`config.mk`:
```
export PLATFORM = sky130hd
export DESIGN_NAME = multinomial_count_sampler_top
export DESIGN_NICKNAME = d
export VERILOG_FILES = /design/src/hdl/mcs_pkg.sv /design/src/hdl/multinomial_count_sampler_top.sv /design/src/hdl/mcs_cell.sv /design/src/hdl/mcs_ctrl.sv
export SDC_FILE = /design/constraint.sdc
export NUM_CORES = 1
export LEC_CHECK = 0
export ABC_AREA = 0
export BUFFER_PORTS_ARGS = -buffer_cell sky130_fd_sc_hd__buf_2
export CAP_MARGIN = 10
export CORE_MARGIN = 1.5
export CORE_UTILIZATION = 40
export CTS_CLUSTER_DIAMETER = 50
export CTS_CLUSTER_SIZE = 25
export DETAILED_ROUTE_END_ITERATION = 10
export PLACE_DENSITY = 0.62
export RECOVER_POWER = 25
export SYNTH_ARGS = -nofsm -noshare
export SYNTH_HDL_FRONTEND = slang
export SYNTH_SLANG_ARGS = --single-unit
```
`constraint.sdc`:
```
create_clock -name i_clk -period 11.25 [get_ports i_clk]
set_clock_uncertainty 0.1 [all_clocks]
set_input_delay 1.125 -clock i_clk [delete_from_list [all_inputs] [get_ports i_clk]]
set_output_delay 1.125 -clock i_clk [all_outputs]
set_load 0.005 [all_outputs]
```
`src/hdl/mcs_pkg.sv`:
```
// shared types and constants of the multinomial count sampler
// no dependencies; used by mcs_cell, mcs_ctrl and the top level
package mcs_pkg;

    localparam int MAX_CATEGORIES_DEF = 6;
    localparam int FRACTION_BITS_DEF  = 16;

    localparam int IDX_W    = 3;
    localparam int TALLY_W  = 16;
    localparam int THROWS_W = 16;
    localparam int CAT_W    = 3;

    localparam int REG_CATEGORY_COUNT = 0;
    localparam int REG_THROWS         = 1;
    localparam int REG_PROB_BASE      = 2;

    localparam logic [CAT_W-1:0]    CATEGORY_COUNT_RESET = CAT_W'(2);
    localparam logic [THROWS_W-1:0] THROWS_RESET         = THROWS_W'(1);

    typedef enum logic [1:0] {
        ST_IDLE,
        ST_WALK,
        ST_EMIT
    } t_state;

    typedef struct packed {
        logic shift;
        logic clear;
    } t_cell_ctl;

endpackage

```
`src/hdl/multinomial_count_sampler_top.sv`:
```
// top level of the multinomial count sampler: chain of category cells plus sequencer
// depends on mcs_pkg, mcs_cell, mcs_ctrl
//
//  channel   direction  handshake                  payload
//  in        sink       i_in_valid / o_in_ready    i_uniform_draw
//  out       source     o_out_valid / i_out_ready  o_category_index, o_category_tally,
//                                                  o_last_of_sample
//  cfg       sink       i_cfg_valid / o_cfg_ready  i_cfg_index, i_cfg_data
//
//  a draw is one token that walks the cell chain, one cell a cycle
//  a draw that closes a sample adds a readout of each category in use, held by output stalls
//  the output register lets a new draw be taken while the last result is still waiting
//  synchronous active-low reset restores register defaults and clears all tallies
//  the cfg port is always ready
module multinomial_count_sampler_top #(
    parameter int MAX_CATEGORIES = mcs_pkg::MAX_CATEGORIES_DEF,
    parameter int FRACTION_BITS  = mcs_pkg::FRACTION_BITS_DEF,
    // derived widths
    parameter int CFG_W     = (FRACTION_BITS + 1 > mcs_pkg::THROWS_W) ?
                              FRACTION_BITS + 1 : mcs_pkg::THROWS_W,
    parameter int CFG_IDX_W = $clog2(mcs_pkg::REG_PROB_BASE + MAX_CATEGORIES)
) (
    input  logic                          i_clk,
    input  logic                          i_rst_n,
    // draw channel
    input  logic                          i_in_valid,
    output logic                          o_in_ready,
    input  logic [FRACTION_BITS-1:0]      i_uniform_draw,
    // result channel
    output logic                          o_out_valid,
    input  logic                          i_out_ready,
    output logic [mcs_pkg::IDX_W-1:0]     o_category_index,
    output logic [mcs_pkg::TALLY_W-1:0]   o_category_tally,
    output logic                          o_last_of_sample,
    // register write channel
    input  logic                          i_cfg_valid,
    output logic                          o_cfg_ready,
    input  logic [CFG_IDX_W-1:0]          i_cfg_index,
    input  logic [CFG_W-1:0]              i_cfg_data
);

    // running sum must hold every probability added up without overflow
    localparam int SUM_W = FRACTION_BITS + 1 + $clog2(MAX_CATEGORIES);

    logic                           w_cfg_we;
    mcs_pkg::t_cell_ctl             w_cell_ctl;
    logic [mcs_pkg::IDX_W-1:0]      w_last_idx;

    // token chain: entry k feeds cell k, entry MAX_CATEGORIES is the chain exit
    logic                           w_tok_valid [MAX_CATEGORIES+1];
    logic                           w_tok_found [MAX_CATEGORIES+1];
    logic [FRACTION_BITS-1:0]       w_tok_draw  [MAX_CATEGORIES+1];
    logic [SUM_W-1:0]               w_tok_sum   [MAX_CATEGORIES+1];
    // tally readout chain: entry k is cell k's tally, the extra entry shifts in zero
    logic [mcs_pkg::TALLY_W-1:0]    w_tally     [MAX_CATEGORIES+1];

    assign o_cfg_ready = 1'b1;
    assign w_cfg_we    = i_cfg_valid && o_cfg_ready;

    // a draw enters cell 0 with an empty running sum on the accepting edge
    assign w_tok_valid[0] = i_in_valid && o_in_ready;
    assign w_tok_found[0] = 1'b0;
    assign w_tok_draw[0]  = i_uniform_draw;
    assign w_tok_sum[0]   = '0;
    assign w_tally[MAX_CATEGORIES] = '0;

    for (genvar k = 0; k < MAX_CATEGORIES; k++) begin : g_cell
        logic w_prob_we;
        logic w_is_last;

        assign w_prob_we = w_cfg_we &&
                           (i_cfg_index == CFG_IDX_W'(mcs_pkg::REG_PROB_BASE + k));
        assign w_is_last = (w_last_idx == mcs_pkg::IDX_W'(k));

        mcs_cell #(
            .FRACTION_BITS (FRACTION_BITS),
            .SUM_W         (SUM_W),
            // two equal halves by default, the rest empty
            .PROB_RESET    ((k < 2) ? (32'd1 << (FRACTION_BITS - 1)) : 32'd0)
        ) u_cell (
            .i_clk        (i_clk),
            .i_rst_n      (i_rst_n),
            .i_prob_we    (w_prob_we),
            .i_prob       (i_cfg_data[FRACTION_BITS:0]),
            .i_is_last    (w_is_last),
            .i_ctl        (w_cell_ctl),
            .i_tok_valid  (w_tok_valid[k]),
            .i_tok_found  (w_tok_found[k]),
            .i_tok_draw   (w_tok_draw[k]),
            .i_tok_sum    (w_tok_sum[k]),
            .o_tok_valid  (w_tok_valid[k+1]),
            .o_tok_found  (w_tok_found[k+1]),
            .o_tok_draw   (w_tok_draw[k+1]),
            .o_tok_sum    (w_tok_sum[k+1]),
            .i_tally_next (w_tally[k+1]),
            .o_tally      (w_tally[k])
        );
    end

    mcs_ctrl #(
        .MAX_CATEGORIES (MAX_CATEGORIES),
        .CFG_W          (CFG_W),
        .CFG_IDX_W      (CFG_IDX_W)
    ) u_ctrl (
        .i_clk            (i_clk),
        .i_rst_n          (i_rst_n),
        .i_cfg_we         (w_cfg_we),
        .i_cfg_index      (i_cfg_index),
        .i_cfg_data       (i_cfg_data),
        .i_in_valid       (i_in_valid),
        .o_in_ready       (o_in_ready),
        .i_walk_done      (w_tok_valid[MAX_CATEGORIES]),
        .i_head_tally     (w_tally[0]),
        .o_cell_ctl       (w_cell_ctl),
        .o_last_idx       (w_last_idx),
        .o_out_valid      (o_out_valid),
        .i_out_ready      (i_out_ready),
        .o_category_index (o_category_index),
        .o_category_tally (o_category_tally),
        .o_last_of_sample (o_last_of_sample)
    );

    // token exit flag, draw and sum at the chain end are not used beyond the walk
    logic w_unused;
    assign w_unused = w_tok_found[MAX_CATEGORIES] ^ (^w_tok_draw[MAX_CATEGORIES]) ^
                      (^w_tok_sum[MAX_CATEGORIES]);

endmodule

```
`src/hdl/mcs_cell.sv`:
```
// one category cell: probability register, running-sum stage and tally counter
// depends on mcs_pkg
module mcs_cell #(
    parameter int          FRACTION_BITS = mcs_pkg::FRACTION_BITS_DEF,
    parameter int          SUM_W         = FRACTION_BITS + 4,
    parameter int unsigned PROB_RESET    = 0
) (
    input  logic                       i_clk,
    input  logic                       i_rst_n,
    input  logic                       i_prob_we,
    input  logic [FRACTION_BITS:0]     i_prob,
    input  logic                       i_is_last,
    input  mcs_pkg::t_cell_ctl         i_ctl,
    input  logic                       i_tok_valid,
    input  logic                       i_tok_found,
    input  logic [FRACTION_BITS-1:0]   i_tok_draw,
    input  logic [SUM_W-1:0]           i_tok_sum,
    output logic                       o_tok_valid,
    output logic                       o_tok_found,
    output logic [FRACTION_BITS-1:0]   o_tok_draw,
    output logic [SUM_W-1:0]           o_tok_sum,
    input  logic [mcs_pkg::TALLY_W-1:0] i_tally_next,
    output logic [mcs_pkg::TALLY_W-1:0] o_tally
);

    logic [FRACTION_BITS:0]        r_prob;
    logic [mcs_pkg::TALLY_W-1:0]   r_tally;
    logic                          r_tok_valid;
    logic                          r_tok_found;
    logic [FRACTION_BITS-1:0]      r_tok_draw;
    logic [SUM_W-1:0]              r_tok_sum;
    logic [SUM_W-1:0]              w_sum;
    logic                          w_hit;

    // running sum and strict compare; the last active cell takes any leftover draw
    assign w_sum = i_tok_sum + SUM_W'(r_prob);
    assign w_hit = i_tok_valid && !i_tok_found &&
                   ((SUM_W'(i_tok_draw) < w_sum) || i_is_last);

    always_ff @(posedge i_clk) begin
        if (!i_rst_n) begin
            r_prob      <= (FRACTION_BITS+1)'(PROB_RESET);
            r_tally     <= '0;
            r_tok_valid <= 1'b0;
            r_tok_found <= 1'b0;
        end else begin
            if (i_prob_we) begin
                r_prob <= i_prob;
            end
            priority if (i_ctl.clear) begin
                r_tally <= '0;
            end else if (i_ctl.shift) begin
                r_tally <= i_tally_next;
            end else if (w_hit && !(&r_tally)) begin
                r_tally <= r_tally + 1'b1;
            end
            r_tok_valid <= i_tok_valid;
            r_tok_found <= i_tok_found || w_hit;
        end
    end

    always_ff @(posedge i_clk) begin
        r_tok_draw <= i_tok_draw;
        r_tok_sum  <= w_sum;
    end

    assign o_tok_valid = r_tok_valid;
    assign o_tok_found = r_tok_found;
    assign o_tok_draw  = r_tok_draw;
    assign o_tok_sum   = r_tok_sum;
    assign o_tally     = r_tally;

endmodule

```
`src/hdl/mcs_ctrl.sv`:
```
// sequencer: config registers, throw counter, readout of the cell chain, output register
// depends on mcs_pkg
module mcs_ctrl #(
    parameter int MAX_CATEGORIES = mcs_pkg::MAX_CATEGORIES_DEF,
    parameter int CFG_W          = 17,
    parameter int CFG_IDX_W      = 3
) (
    input  logic                          i_clk,
    input  logic                          i_rst_n,
    input  logic                          i_cfg_we,
    input  logic [CFG_IDX_W-1:0]          i_cfg_index,
    input  logic [CFG_W-1:0]              i_cfg_data,
    input  logic                          i_in_valid,
    output logic                          o_in_ready,
    input  logic                          i_walk_done,
    input  logic [mcs_pkg::TALLY_W-1:0]   i_head_tally,
    output mcs_pkg::t_cell_ctl            o_cell_ctl,
    output logic [mcs_pkg::IDX_W-1:0]     o_last_idx,
    output logic                          o_out_valid,
    input  logic                          i_out_ready,
    output logic [mcs_pkg::IDX_W-1:0]     o_category_index,
    output logic [mcs_pkg::TALLY_W-1:0]   o_category_tally,
    output logic                          o_last_of_sample
);

    mcs_pkg::t_state                    r_state;
    mcs_pkg::t_state                    n_state;
    logic [mcs_pkg::CAT_W-1:0]          r_cat_count;
    logic [mcs_pkg::THROWS_W-1:0]       r_throws_limit;
    logic [mcs_pkg::THROWS_W-1:0]       r_throws_done;
    logic [mcs_pkg::THROWS_W-1:0]       n_throws_done;
    logic                               r_emit_pending;
    logic [mcs_pkg::IDX_W-1:0]          r_emit_idx;
    logic                               r_out_valid;
    logic [mcs_pkg::IDX_W-1:0]          r_out_index;
    logic [mcs_pkg::TALLY_W-1:0]        r_out_tally;
    logic                               r_out_last;
    logic [mcs_pkg::THROWS_W-1:0]       w_limit;
    logic                               w_accept;
    logic                               w_emit;
    logic                               w_slot_free;
    logic                               w_load;
    logic                               w_load_last;
    logic [mcs_pkg::IDX_W-1:0]          w_last_idx;

    // categories in use: zero means one, large values saturate
    always_comb begin
        if (r_cat_count == '0) begin
            w_last_idx = '0;
        end else if (32'(r_cat_count) > MAX_CATEGORIES) begin
            w_last_idx = mcs_pkg::IDX_W'(MAX_CATEGORIES - 1);
        end else begin
            w_last_idx = mcs_pkg::IDX_W'(r_cat_count - 1'b1);
        end
    end

    assign w_limit       = (r_throws_limit == '0) ? mcs_pkg::THROWS_W'(1) : r_throws_limit;
    assign w_accept      = i_in_valid && o_in_ready;
    assign n_throws_done = r_throws_done + 1'b1;
    assign w_emit        = (n_throws_done == '0) || (n_throws_done >= w_limit);
    assign w_slot_free   = !r_out_valid || i_out_ready;

    // next state
    always_comb begin
        n_state = r_state;
        unique case (r_state)
            mcs_pkg::ST_IDLE: begin
                if (i_in_valid) n_state = mcs_pkg::ST_WALK;
            end
            mcs_pkg::ST_WALK: begin
                if (i_walk_done) n_state = r_emit_pending ? mcs_pkg::ST_EMIT : mcs_pkg::ST_IDLE;
            end
            mcs_pkg::ST_EMIT: begin
                if (w_slot_free && r_emit_idx == w_last_idx) n_state = mcs_pkg::ST_IDLE;
            end
            default: n_state = mcs_pkg::ST_IDLE;
        endcase
    end

    // outputs of the sequencer
    always_comb begin
        o_in_ready = 1'b0;
        w_load     = 1'b0;
        unique case (r_state)
            mcs_pkg::ST_IDLE: o_in_ready = 1'b1;
            mcs_pkg::ST_WALK: o_in_ready = 1'b0;
            mcs_pkg::ST_EMIT: w_load     = w_slot_free;
            default: begin
                o_in_ready = 1'b0;
                w_load     = 1'b0;
            end
        endcase
    end

    assign w_load_last      = w_load && (r_emit_idx == w_last_idx);
    assign o_cell_ctl.shift = w_load && !w_load_last;
    assign o_cell_ctl.clear = w_load_last;

    always_ff @(posedge i_clk) begin
        if (!i_rst_n) begin
            r_state        <= mcs_pkg::ST_IDLE;
            r_cat_count    <= mcs_pkg::CATEGORY_COUNT_RESET;
            r_throws_limit <= mcs_pkg::THROWS_RESET;
            r_throws_done  <= '0;
            r_emit_pending <= 1'b0;
            r_emit_idx     <= '0;
            r_out_valid    <= 1'b0;
        end else begin
            r_state <= n_state;
            if (i_cfg_we && i_cfg_index == CFG_IDX_W'(mcs_pkg::REG_CATEGORY_COUNT)) begin
                r_cat_count <= i_cfg_data[mcs_pkg::CAT_W-1:0];
            end
            if (i_cfg_we && i_cfg_index == CFG_IDX_W'(mcs_pkg::REG_THROWS)) begin
                r_throws_limit <= i_cfg_data[mcs_pkg::THROWS_W-1:0];
            end
            if (w_accept) begin
                r_throws_done  <= w_emit ? '0 : n_throws_done;
                r_emit_pending <= w_emit;
            end
            if (w_load_last) begin
                r_emit_idx <= '0;
            end else if (w_load) begin
                r_emit_idx <= r_emit_idx + 1'b1;
            end
            if (w_load) begin
                r_out_valid <= 1'b1;
            end else if (i_out_ready) begin
                r_out_valid <= 1'b0;
            end
        end
    end

    always_ff @(posedge i_clk) begin
        if (w_load) begin
            r_out_index <= r_emit_idx;
            r_out_tally <= i_head_tally;
            r_out_last  <= w_load_last;
        end
    end

    assign o_last_idx       = w_last_idx;
    assign o_out_valid      = r_out_valid;
    assign o_category_index = r_out_index;
    assign o_category_tally = r_out_tally;
    assign o_last_of_sample = r_out_last;

`ifndef SYNTHESIS
    a_walk_done_in_walk: assert property (@(posedge i_clk) disable iff (!i_rst_n)
        i_walk_done |-> r_state == mcs_pkg::ST_WALK)
        else $error("token left the chain outside the walk");

    a_emit_idx_bound: assert property (@(posedge i_clk) disable iff (!i_rst_n)
        r_state == mcs_pkg::ST_EMIT |-> r_emit_idx <= w_last_idx)
        else $error("readout index beyond the last active category");

    a_last_ends_emit: assert property (@(posedge i_clk) disable iff (!i_rst_n)
        w_load_last |=> r_state == mcs_pkg::ST_IDLE && r_out_valid && r_out_last)
        else $error("vector end did not close the readout");

    a_no_input_in_emit: assert property (@(posedge i_clk) disable iff (!i_rst_n)
        w_accept |=> r_state == mcs_pkg::ST_WALK && !o_cell_ctl.shift && !o_cell_ctl.clear)
        else $error("readout overlaps a draw");
`endif

endmodule
```
==> out/qor.yml, run 1 <==
timing:
  slew_headroom_pct: 19.0
  final_hold_viol_count: 0
  tightest_slew_ps: 1210
  slew_viol_final: 0
  rsz0062_at_grt: "false"
  tns_ps: 0
  fin_crit_sh_pct: 48.5
  setup_violations: 0
  period_needed_ps: 5460
  fmax_ghz: 0.183
floorplanning:
  die_y_um: 240
  rows: 86
  start_util_pct: 40.5
  core-area_um2: 55200
  ioPinCount: 64
  dieArea_um2: 57400
  die_x_um: 240
clock_network:
  cts_tree: "built"
  cts_buffer_depth: 3
  cts_num_sinks: 445
  cts.root.buffer_cell: "clkbuf_16"
  clk_pin_slew_ps: 70
  cts_resized: 0
  post-cts-setup-buffers: 0
  htreeDepth: 2
  cts_buffers: 51
  clock_latency_ps: 600
  cts_hold_buf: 0
synth:
  yosysWarnings: 0
  yosysTopAreaCell: "dfxtp_1"
  ys_seq_elements: 445
  async_reset_ff_share_pct: 0
  synth-main-ff-cell: "dfxtp_1"
  synth.area.top_cells: "dfxtp_1 38%, ha_1 11%, nand2_1 6.2%"
  synth-edff-count: 20
  syn_inst: 2515
  synth.most_common_cell: "dfxtp_1"
  yosysSeqAreaShare_pct: 40.7
  synthesis.area_um2: 22400
  yosys-top-cells-count: "425 x dfxtp_1, 368 x nand2_1, 202 x ha_1"
  syn_nets: 2763
  synth_area_per_cell_um2: 8.90
  synth.distinct_cells: 84
  synth_top_area_share_pct: 38.0
routing:
  drc: 0
  routed_wl_um: 56200
  viasPerCell: 5.30
  ant_nets: 0
  num_vias: 17700
  drtIter0Drc: 985
  routedWlPerCell_um: 16.8
  first_pass_iters: 5
hold_path:
  worstHoldPathType: "reg -> reg"
layout:
  area_growth_pct: 12.3
  drive_above_1_share_pct: 7.09
  layout.nets: 2804
  diodes: 0
  fin_util_pct: 45.5
  nFillCells: 5312
setup_path:
  cp-start-kind: "flip-flop"
  critical_path.max_fanout: 13
  worst_path_max_delay_cell: "a311o_1"
  required_ps: 11650
  cpMostUsedCell: "a31oi_1"
  cp-end-kind: "flip-flop"
  worstSetupPathType: "reg -> reg"
  critPathMaxStageDelay_ps: 590
  critPathArrivalTime_ps: 5860
  worstPathCellList: "ha_1 -> inv_1 -> fa_1 -> nor2b_1 -> o21ai_1 -> a21oi_1 -> o221a_2 -> nor2_1 -> o21bai_1 -> a21oi_1 -> xor2_1 -> ha_1 -> a21o_1 -> a211o_1 -> a2111oi_0 -> o31ai_1 -> a31oi_1 -> a31oi_1 -> a311o_1 -> nor4_2 -> a31oi_1 -> a41o_1"
grt:
  met2_usage_pct: 33.1
  grt_pass1_vias: 17400
  grtUsageMet1_pct: 25.6
  grt_max_degree: 81
  use_met3_pct: 2.39
  grt_first_pass_wirelength_um: 89900
  overflow: 0
  grt.total_usage_pct: 19.6
  antenna_found_initial: 2
  grt-busiest-layer: "met2"
flow_run:
  drv_cap: 0
placement:
  portBuffers: 62
  hpwlAfterDp_um: 42500
  gp_congestion: 0.896
power_and_ir_drop:
  finalPower_w: 0.00369
  ir_drop_v: 0.000123
  leakagePower_nw: 10.3
  power.density_nw_per_um2: 147
outcome:
  status: "finished clean"
-- state kept, by name (all words and copies together) (netlist names) --
name / cells
g_cell.u_cell.r_prob: 102
g_cell.u_cell.o_tally: 96
g_cell.u_cell.o_tok_sum: 94
g_cell.u_cell.o_tok_draw: 80
u_ctrl.o_category_tally: 16
u_ctrl.r_throws_done: 16
u_ctrl.r_throws_limit: 16
g_cell.u_cell.o_tok_valid: 6
g_cell.u_cell.o_tok_found: 5
u_ctrl.o_category_index: 3
u_ctrl.r_cat_count: 3
u_ctrl.r_emit_idx: 3
u_ctrl.r_state: 2
u_ctrl.o_last_of_sample: 1
u_ctrl.o_out_valid: 1
u_ctrl.r_emit_pending: 1
-- critical path, delay by kind of cell (launching register included) --
kind,cells,cell delay (ps)
xor+xnor,1,150
flops,1,330
fa+ha+maj,3,890
buf+inv,1,60
compound gates,14,3050
simple gates,3,780
-- power by group --
part	switching, W	total, W	internal (W)
combinational	0.000209	0.000342	0.000132
clock	0.000740	0.00167	0.000927
sequential	0.0000354	0.00168	0.00164
-- layout by cell type (no fill, tap or decap), drive strengths merged, types with 7 or more instances in the layout --
cell type / count
nor3: 44
o21ai: 118
a211oi: 17
inv: 154
nor3b: 20
buf: 64
or3: 7
a211o: 14
nand4: 35
nand3: 87
ha: 202
o211ai: 17
nor2b: 23
mux2i: 14
xnor2: 96
o21bai: 13
edfxtp: 20
or2: 11
o21a: 26
dfxtp: 425
a22o: 13
nor2: 100
nand2b: 34
nand2: 368
clkinv: 13
o31ai: 7
a21boi: 121
a21oi: 127
xor2: 56
clkbuf: 69
a21o: 72
nor4: 31
and3: 38
and2: 16
or4: 8
a32o: 10
a31oi: 15
-- routing by layer --
metal	vias to the layer above	wire [um]
li1	8979	-
met3	84	2090
met4	0	1420
met2	307	26100
met5	-	0
met1	8346	26600
-- stage by stage --
stage	setup WS (ps)	area (um^2)	hold WS, ps	instances
finish	5790	25100	246	3345
global route	5140	25100	260	3345
CTS	5830	25100	248	3344
detailed placement	5820	23400	232	3250
global placement	5990	23400	237	3250
floorplan	6630	22400	223	2515
-- layout make-up --
type                    count  area [um^2]  area share, %
well taps                 748          936           3.72
clock inverters            38          402           1.60
multi-input cells        1844        12400           49.5
flip-flops and latches    445         9110           36.2
clock buffers              56         1320           5.23
repair buffers             77          409           1.63
inverters                 137          514           2.05
-- kinds of logic (layout without fill, tap and decap cells) --
group                    after synthesis  in the layout  synth area share [%]
buffers and inverters                226            308                  3.86
other                                  1              1                0.0168
multiplexers                          14             14                 0.626
adder cells (fa/ha/maj)              207            207                  11.7
flip-flops                           445            445                  40.7
XOR/XNOR                             152            152                  5.95
AND/OR/NAND/NOR                      847            847                  18.2
AO/OA/AOI/OAI                        623            623                  18.9
-- final timing paths --
kind | cells past startpoint | from | slack [ps] | to
worst min register to register | 0 | g_cell[2].u_cell.o_tok_draw[0] | 250 | g_cell[3].u_cell.o_tok_draw[0]
worst max-delay path | 22 | g_cell[5].u_cell.r_prob[0] | 5790 | g_cell[5].u_cell.o_tally[13]
worst min-delay path | 0 | g_cell[2].u_cell.o_tok_draw[0] | 250 | g_cell[3].u_cell.o_tok_draw[0]
worst max register to register | 22 | g_cell[5].u_cell.r_prob[0] | 5790 | g_cell[5].u_cell.o_tally[13]
No activity file was read; power rests on OpenSTA's default activity.
==> inputs of run 2 (changes only) <==
clock period = 5.7 ns   (was 11.25 ns; I/O delays follow)
==> run 2 against run 1 <==
Against the previous run:
- the run now ends with capacitance limit, slew limit left
- sequential power increased by 97%
- setup slack got worse by 5400 ps
- largest power group is now clock
- critical path depth unchanged
- core utilization increased by 0.47 points
- fmax increased by 2.8%
- die area unchanged
- cell area increased by 1.0%
- critical path type unchanged
==> out/qor.yml, run 2 (synthesized netlist as in run 1, its figures left out) <==
setup_path:
  worst-path-stages: 22  # unchanged
  critical_path.max_fanout: 13  # unchanged
  critPathArrivalTime_ps: 5720  # -140 ps
  worstSetupPathType: "reg -> reg"
  worst_path_max_delay_cell: "a311o_2"
  r2r_cells: 22  # unchanged
  r2r_slack_ps: 390  # -5400 ps
  required_ps: 6110  # -5540 ps
  worstPathCellList: "ha_1 -> inv_1 -> fa_1 -> nor2b_1 -> o21ai_1 -> a21oi_1 -> o221a_2 -> nor2_1 -> o21bai_1 -> a21oi_1 -> xor2_1 -> ha_1 -> a21o_1 -> a211o_1 -> a2111oi_0 -> o31ai_1 -> a31oi_1 -> a31oi_1 -> a311o_2 -> nor4_4 -> a31oi_1 -> a41o_1"
  worst_r2r_endpoint: "g_cell[5].u_cell.o_tally[13]"
  cp-end-kind: "flip-flop"
  critPathMaxStageDelay_ps: 550  # -40 ps
  critPathTopFamily: "compound AO/OA/AOI/OAI gates"
  r2r-start: "g_cell[5].u_cell.r_prob[0]"
  critPathBufInv: 1  # unchanged
  cp-start-kind: "flip-flop"
  critPathCapture: "g_cell[5].u_cell.o_tally[13]"
  crit_start: "g_cell[5].u_cell.r_prob[0]"
  cpMostUsedCell: "a31oi_1"
layout:
  layout.nets: 2820  # +0.57%
  area_growth_pct: 13.4
  largest_register_ffs: 102  # unchanged
  diodes: 0  # unchanged
  drive_above_1_share_pct: 7.00  # -0.084 points
  finalInstanceArea_um2: 25400  # +1.0%
  layout_common_cells: "425 x dfxtp_1, 367 x nand2_1, 202 x ha_1"
  final_common_cell: "dfxtp_1"
  regMostFlops: "g_cell.u_cell.r_prob"
power_and_ir_drop:
  pwr-share-clk_pct: 46.2  # +1.0 points
  ir_drop_v: 0.000239  # +94%
  leakagePower_nw: 10.5  # +1.0%
  power_frac_seq_pct: 44.6  # -0.9 points
  netSwitchingFraction_pct: 26.8  # +0.13 points
  power.density_nw_per_um2: 293  # +100%
  p_sw_w: 0.00200  # +100%
  combPwrFrac_pct: 9.2  # about the same
  internal_power_w: 0.00544  # +100%
timing:
  setup_violations: 0  # unchanged
  final_hold_viol_count: 0  # unchanged
  fin_crit_sh_pct: 93.2  # +45 points
  tns_ps: 0  # unchanged
  rsz0062_at_grt: "false"
  tightest_slew_ps: 3070  # +1850 ps
  period_needed_ps: 5310  # -147 ps
  slew_headroom_pct: -104  # -120 points
  slew_viol_final: 72  # +72
  fmax_ghz: 0.188  # +2.8%
clock_network:
  cts_buffer_depth: 3  # unchanged
  cts_tree: "built"
  cts.root.buffer_cell: "clkbuf_16"
  clock_latency_ps: 620  # +20 ps
  clk_pin_slew_ps: 70  # about the same
  htreeDepth: 2  # unchanged
  cts_num_sinks: 445  # unchanged
  cts_buffers: 50  # -2.0%
grt:
  grt_pass1_vias: 17700  # +1.5%
  overflow: 0  # unchanged
  antenna_found_initial: 1  # -1
  grt.total_usage_pct: 19.6  # +0.060 points
  grt_first_pass_wirelength_um: 90300  # +0.48%
  grt_max_degree: 75  # -7.4%
placement:
  place_area_um2: 23400  # about the same
  portBuffers: 62  # unchanged
  hpwlAfterDp_um: 42600  # +0.40%
  gp_congestion: 0.869  # -3.0%
outcome:
  violations: "capacitance limit, slew limit"
  status: "complete, but fails checks"
routing:
  first_pass_iters: 5  # unchanged
  num_vias: 17900  # +0.95%
  ant_nets: 0  # unchanged
  routedWlPerCell_um: 16.7  # -0.28%
  viasPerCell: 5.32  # +0.44%
  routed_wl_um: 56300  # +0.23%
  drtIter0Drc: 1106  # +12%
  drc: 0  # unchanged
hold_path:
  worstHoldPathType: "in -> reg"
  whs_path_depth: 3  # +3
flow_run:
  drv_cap: 1  # +1
floorplanning:
  die_y_um: 240  # unchanged
  rows: 86  # unchanged
  dieArea_um2: 57400  # unchanged
  core-area_um2: 55200  # unchanged
  die_x_um: 240  # unchanged
  ioPinCount: 64  # unchanged
  start_util_pct: 40.5  # unchanged
[run 2: cell type report]
class / count / area (um^2)
inverter: 137 / 514
sequential: 445 / 9110
timing repair buffer: 94 / 569
clock buffer: 54 / 1300
tap: 748 / 936
fill: 5207 / 29800
clock inverter: 40 / 508
multi-input combinational: 1844 / 12500
[run 2: stage by stage]
step	utilization (%)	worst slack [ps]	total power [W]	instances	hold WS, ps
floorplan	-	1080	0.00383	2515	223
global placement	42.4	399	0.00404	3251	234
detailed placement	42.4	231	0.00406	3251	236
CTS	46.0	240	0.00751	3361	160
global route	46.0	15.3	0.00773	3362	176
finish	46.0	389	0.00743	3362	192
[run 2: how the worst min path moves through the flow]
stage | to | slack, ps | start
4_1_cts | u_ctrl.r_state[0] | 160 | i_in_valid
6_report | u_ctrl.r_state[0] | 190 | i_in_valid
3_5_place_dp | g_cell[0].u_cell.o_tok_sum[15] | 240 | g_cell[0].u_cell.r_prob[15]
3_3_place_gp | g_cell[4].u_cell.o_tok_draw[0] | 230 | g_cell[3].u_cell.o_tok_draw[0]
2_1_floorplan | g_cell[1].u_cell.o_tok_draw[0] | 220 | g_cell[0].u_cell.o_tok_draw[0]
5_1_grt | u_ctrl.r_state[0] | 180 | i_in_valid
[run 2: what timing repair did]
action,CTS,global route
setup buffers,0,0
endpoints found under the hold margin,16,0
hold buffers,16,0
resized for setup,0,2
setup endpoints to repair,0,3
[run 2: metal layers]
metal	track usage, %	wire length [um]
met1	25.6	26300
met3	2.37	2160
met2	33.2	26200
met4	7.06	1660
met5	0	0
[run 2: tightest hold or removal path, stage by stage]
cell      delay (ps)
buf_2            110
nor2_1            90
nor4bb_1          60
[run 2: power groups by stage]
stage               Combinational, W  Clock [W]  Sequential, W
floorplan                   0.000478          0        0.00335
global placement            0.000662          0        0.00338
detailed placement          0.000678          0        0.00338
CTS                         0.000692    0.00351        0.00331
global route                0.000774    0.00364        0.00332
finish                      0.000687    0.00343        0.00331
==> inputs of run 3 (changes only) <==
ABC_AREA = 1   (was 0)
==> run 3 against run 2 <==
Against the previous run:
- the flow still finishes with violations (capacitance limit, slew limit)
- global-route usage fell by 0.21 points
- setup slack improved by 1100 ps
- clock-buffer cell count down 3
- sequential power up 2%
- via count increased by 11%
- fmax increased by 25%
- cell area grew 3.6%
- first-iteration DRC count grew 8.0%
- core utilization shrank 1.4 points
- critical endpoint is now g_cell[5].u_cell.o_tally[4]
- highest routed layer unchanged
==> out/qor.yml, run 3 <==
grt:
  grt.total_usage_pct: 19.4  # -0.21 points
  grt_first_pass_wirelength_um: 95700  # +5.9%
  overflow: 0  # unchanged
  antenna_found_initial: 0  # -1
  grt_pass1_vias: 18900  # +6.5%
  grt_max_degree: 73  # -2.7%
floorplanning:
  ioPinCount: 64  # unchanged
  rows: 89  # +3.5%
  core-area_um2: 58900  # +6.7%
  die_x_um: 247  # +3.0%
  start_util_pct: 40.3  # -0.20 points
  dieArea_um2: 60900  # +6.1%
  die_y_um: 247  # +3.0%
routing:
  routed_wl_um: 58800  # +4.4%
  num_vias: 19900  # +11%
  drtIter0Drc: 1195  # +8.0%
  routedWlPerCell_um: 14.6  # -13%
  first_pass_iters: 5  # unchanged
  viasPerCell: 4.93  # -7.3%
  drc: 0  # unchanged
  ant_nets: 0  # unchanged
layout:
  diodes: 0  # unchanged
  area_growth_pct: 10.6
  layout.nets: 3475  # +23%
  largest_register_ffs: 102  # unchanged
  final_common_cell: "nand2_1"
  drive_above_1_share_pct: 6.13  # -0.87 points
  layout_common_cells: "626 x nand2_1, 425 x dfxtp_1, 390 x inv_1"
  regMostFlops: "g_cell.u_cell.r_prob"
synth:
  synth-edff-count: 20  # unchanged
  synth.most_common_cell: "nand2_1"
  synth_top_area_share_pct: 35.8  # -2.2 points
  yosysSeqAreaShare_pct: 38.3  # -2.4 points
  yosysTopAreaCell: "dfxtp_1"
  async_reset_ff_share_pct: 0  # unchanged
  syn_nets: 3427  # +24%
  synth_area_per_cell_um2: 7.48  # -16%
  synth.distinct_cells: 60  # -29%
  yosysWarnings: 0  # unchanged
  synth-main-ff-cell: "dfxtp_1"
  yosys-top-cells-count: "626 x nand2_1, 425 x dfxtp_1, 390 x inv_1"
  synth.area.top_cells: "dfxtp_1 36%, ha_1 11%, nand2_1 9.9%"
  synthesis.area_um2: 23800  # +6.2%
  syn_inst: 3179  # +26%
  ys_seq_elements: 445  # unchanged
timing:
  tns_ps: 0  # unchanged
  slew_headroom_pct: -90.4  # +14 points
  fmax_ghz: 0.236  # +25%
  rsz0062_at_grt: "false"
  period_needed_ps: 4230  # -1080 ps
  fin_ws_ps: 1470  # +1080 ps
  tightest_slew_ps: 2860  # -210 ps
  slew_viol_final: 59  # -18%
  fin_crit_sh_pct: 74.3  # -19 points
  final_hold_viol_count: 0  # unchanged
  setup_violations: 0  # unchanged
hold_path:
  whs_path_depth: 1  # -2
  min-delay-start: "i_uniform_draw[0]"
  min_to: "g_cell[0].u_cell.o_tok_draw[0]"
  worstHoldPathType: "in -> reg"
setup_path:
  r2r_cells: 22  # unchanged
  critPathArrivalTime_ps: 4630  # -1090 ps
  worst_r2r_endpoint: "g_cell[2].u_cell.o_tally[15]"
  r2r_slack_ps: 1570  # +1180 ps
  critical_path.max_fanout: 58  # +45
  critPathMaxStageDelay_ps: 1940  # +1390 ps
  worstSetupPathType: "in -> reg"
  cpMostUsedCell: "inv_1"
  critPathBufInv: 3  # +2
  critPathTopFamily: "buffers and inverters"
  required_ps: 6100  # about the same
  worstPathCellList: "clkbuf_1 -> inv_1 -> nor2_1 -> inv_1 -> a21oi_1"
  cp-start-kind: "input pin"
  cp-end-kind: "flip-flop"
  worst_path_max_delay_cell: "clkbuf_1"
  r2r-start: "g_cell[2].u_cell.r_prob[0]"
placement:
  hpwlAfterDp_um: 44600  # +4.6%
  dp_worst_setup_slack_ps: 1580  # +1340 ps
  portBuffers: 62  # unchanged
  gp_congestion: 0.870  # +0.17%
clock_network:
  cts_buffer_depth: 3  # unchanged
  htreeDepth: 2  # unchanged
  cts_buffers: 44  # -12%
  cts_num_sinks: 445  # unchanged
  cts.root.buffer_cell: "clkbuf_16"
  post-cts-setup-buffers: 0  # unchanged
  cts_hold_buf: 10  # -6
  clock_latency_ps: 590  # -30 ps
  clk_pin_slew_ps: 70  # about the same
  cts_resized: 0  # unchanged
  cts_tree: "built"
power_and_ir_drop:
  leakagePower_nw: 11.8  # +13%
  ir_drop_v: 0.000279  # +17%
  power.density_nw_per_um2: 284  # -3.1%
  finalPower_w: 0.00746  # +0.31%
flow_run:
  drv_cap: 1  # unchanged
outcome:
  violations: "capacitance limit, slew limit"
  status: "complete, but fails checks"
## run 3: changes by cell type in the layout (fill, tap and decap cells not counted), sizes merged, moves of 35 or more
cell    change
nor2      +279
o21ai     +122
a21o       -63
xnor2      -46
nand3     +101
a21boi    -119
and3       -35
nand2     +273
a21oi     +123
xor2       +41
inv       +255
## run 3: cell type report
| class | count | area (um^2) |
|---|---|---|
| inverters | 399 | 1500 |
| repair buffers | 84 | 479 |
| clock buffers | 51 | 1200 |
| multi-input cells | 2253 | 12700 |
| well taps | 773 | 967 |
| fillers | 5958 | 32600 |
| flip-flops and latches | 445 | 9110 |
| clock inverters | 28 | 319 |
## run 3: cell families (layout without fill, tap and decap cells)
| kind of cell | count (synthesis) | after routing | share of synthesized area, % |
|---|---|---|---|
| buf+inv | 481 | 562 | 8.26 |
| compound gates | 563 | 563 | 12.6 |
| flops | 445 | 445 | 38.3 |
| mux | 2 | 2 | 0.0842 |
| xor+xnor | 147 | 147 | 5.42 |
| fa+ha+maj | 207 | 207 | 11.1 |
| other cells | 1 | 1 | 0.0158 |
| simple gates | 1333 | 1333 | 24.2 |
## run 3: worst reg2reg max path: stages, from the launching register on
cell and delay (ps):
dfxtp_1 330, ha_1 200, inv_1 80, fa_1 400, inv_1 90, nand3_1 60
nand2_1 120, a21oi_1 110, o21ai_0 350, a41o_1 260, xor2_1 190, inv_1 60
ha_1 270, nand2_1 80, nor2_1 50, a211o_1 220, a21oi_1 120, nor2_1 60
nand2_1 190, nand3_4 260, nand2_4 260, nand2_1 90, a21oi_1 120
## run 3: how the worst max path moves through the flow
stage,startpoint,end,slack (ps),depth (start not counted)
2_1_floorplan,g_cell[2].u_cell.r_prob[0],g_cell[2].u_cell.o_tally[12],2280,23
3_3_place_gp,g_cell[2].u_cell.r_prob[0],g_cell[2].u_cell.o_tally[2],1670,22
3_5_place_dp,g_cell[2].u_cell.r_prob[0],g_cell[2].u_cell.o_tally[1],1580,22
4_1_cts,g_cell[2].u_cell.r_prob[0],g_cell[2].u_cell.o_tally[1],1540,22
5_1_grt,i_rst_n,g_cell[5].u_cell.o_tally[4],1050,5
6_report,i_rst_n,g_cell[5].u_cell.o_tally[4],1470,5
## run 3: routing by layer
metal / wire length [um] / global-route usage (%) / vias up
met1: 29100 / 26.6 / 9070
met2: 26400 / 32.0 / 280
met4: 1440 / 5.27 / 0
li1: - / - / 10500
met3: 1820 / 2.51 / 83
met5: 0 / 0 / -
## run 3: where the power goes
group | total, W | internal (W) | switching (W)
Clock | 0.00303 | 0.00163 | 0.00140
Combinational | 0.00105 | 0.000373 | 0.000673
Sequential | 0.00338 | 0.00329 | 0.0000877
Total | 0.00746 | 0.00530 | 0.00216
## run 3: metrics by stage
step | util, % | instance area (um^2) | cells | hold slack [ps]
floorplan | - | 23800 | 3179 | 226
global placement | 41.9 | 24700 | 3944 | 235
detailed placement | 41.9 | 24700 | 3944 | 236
CTS | 44.7 | 26300 | 4033 | 2.47
global route | 44.6 | 26300 | 4033 | 44.3
finish | 44.6 | 26300 | 4033 | 70.2
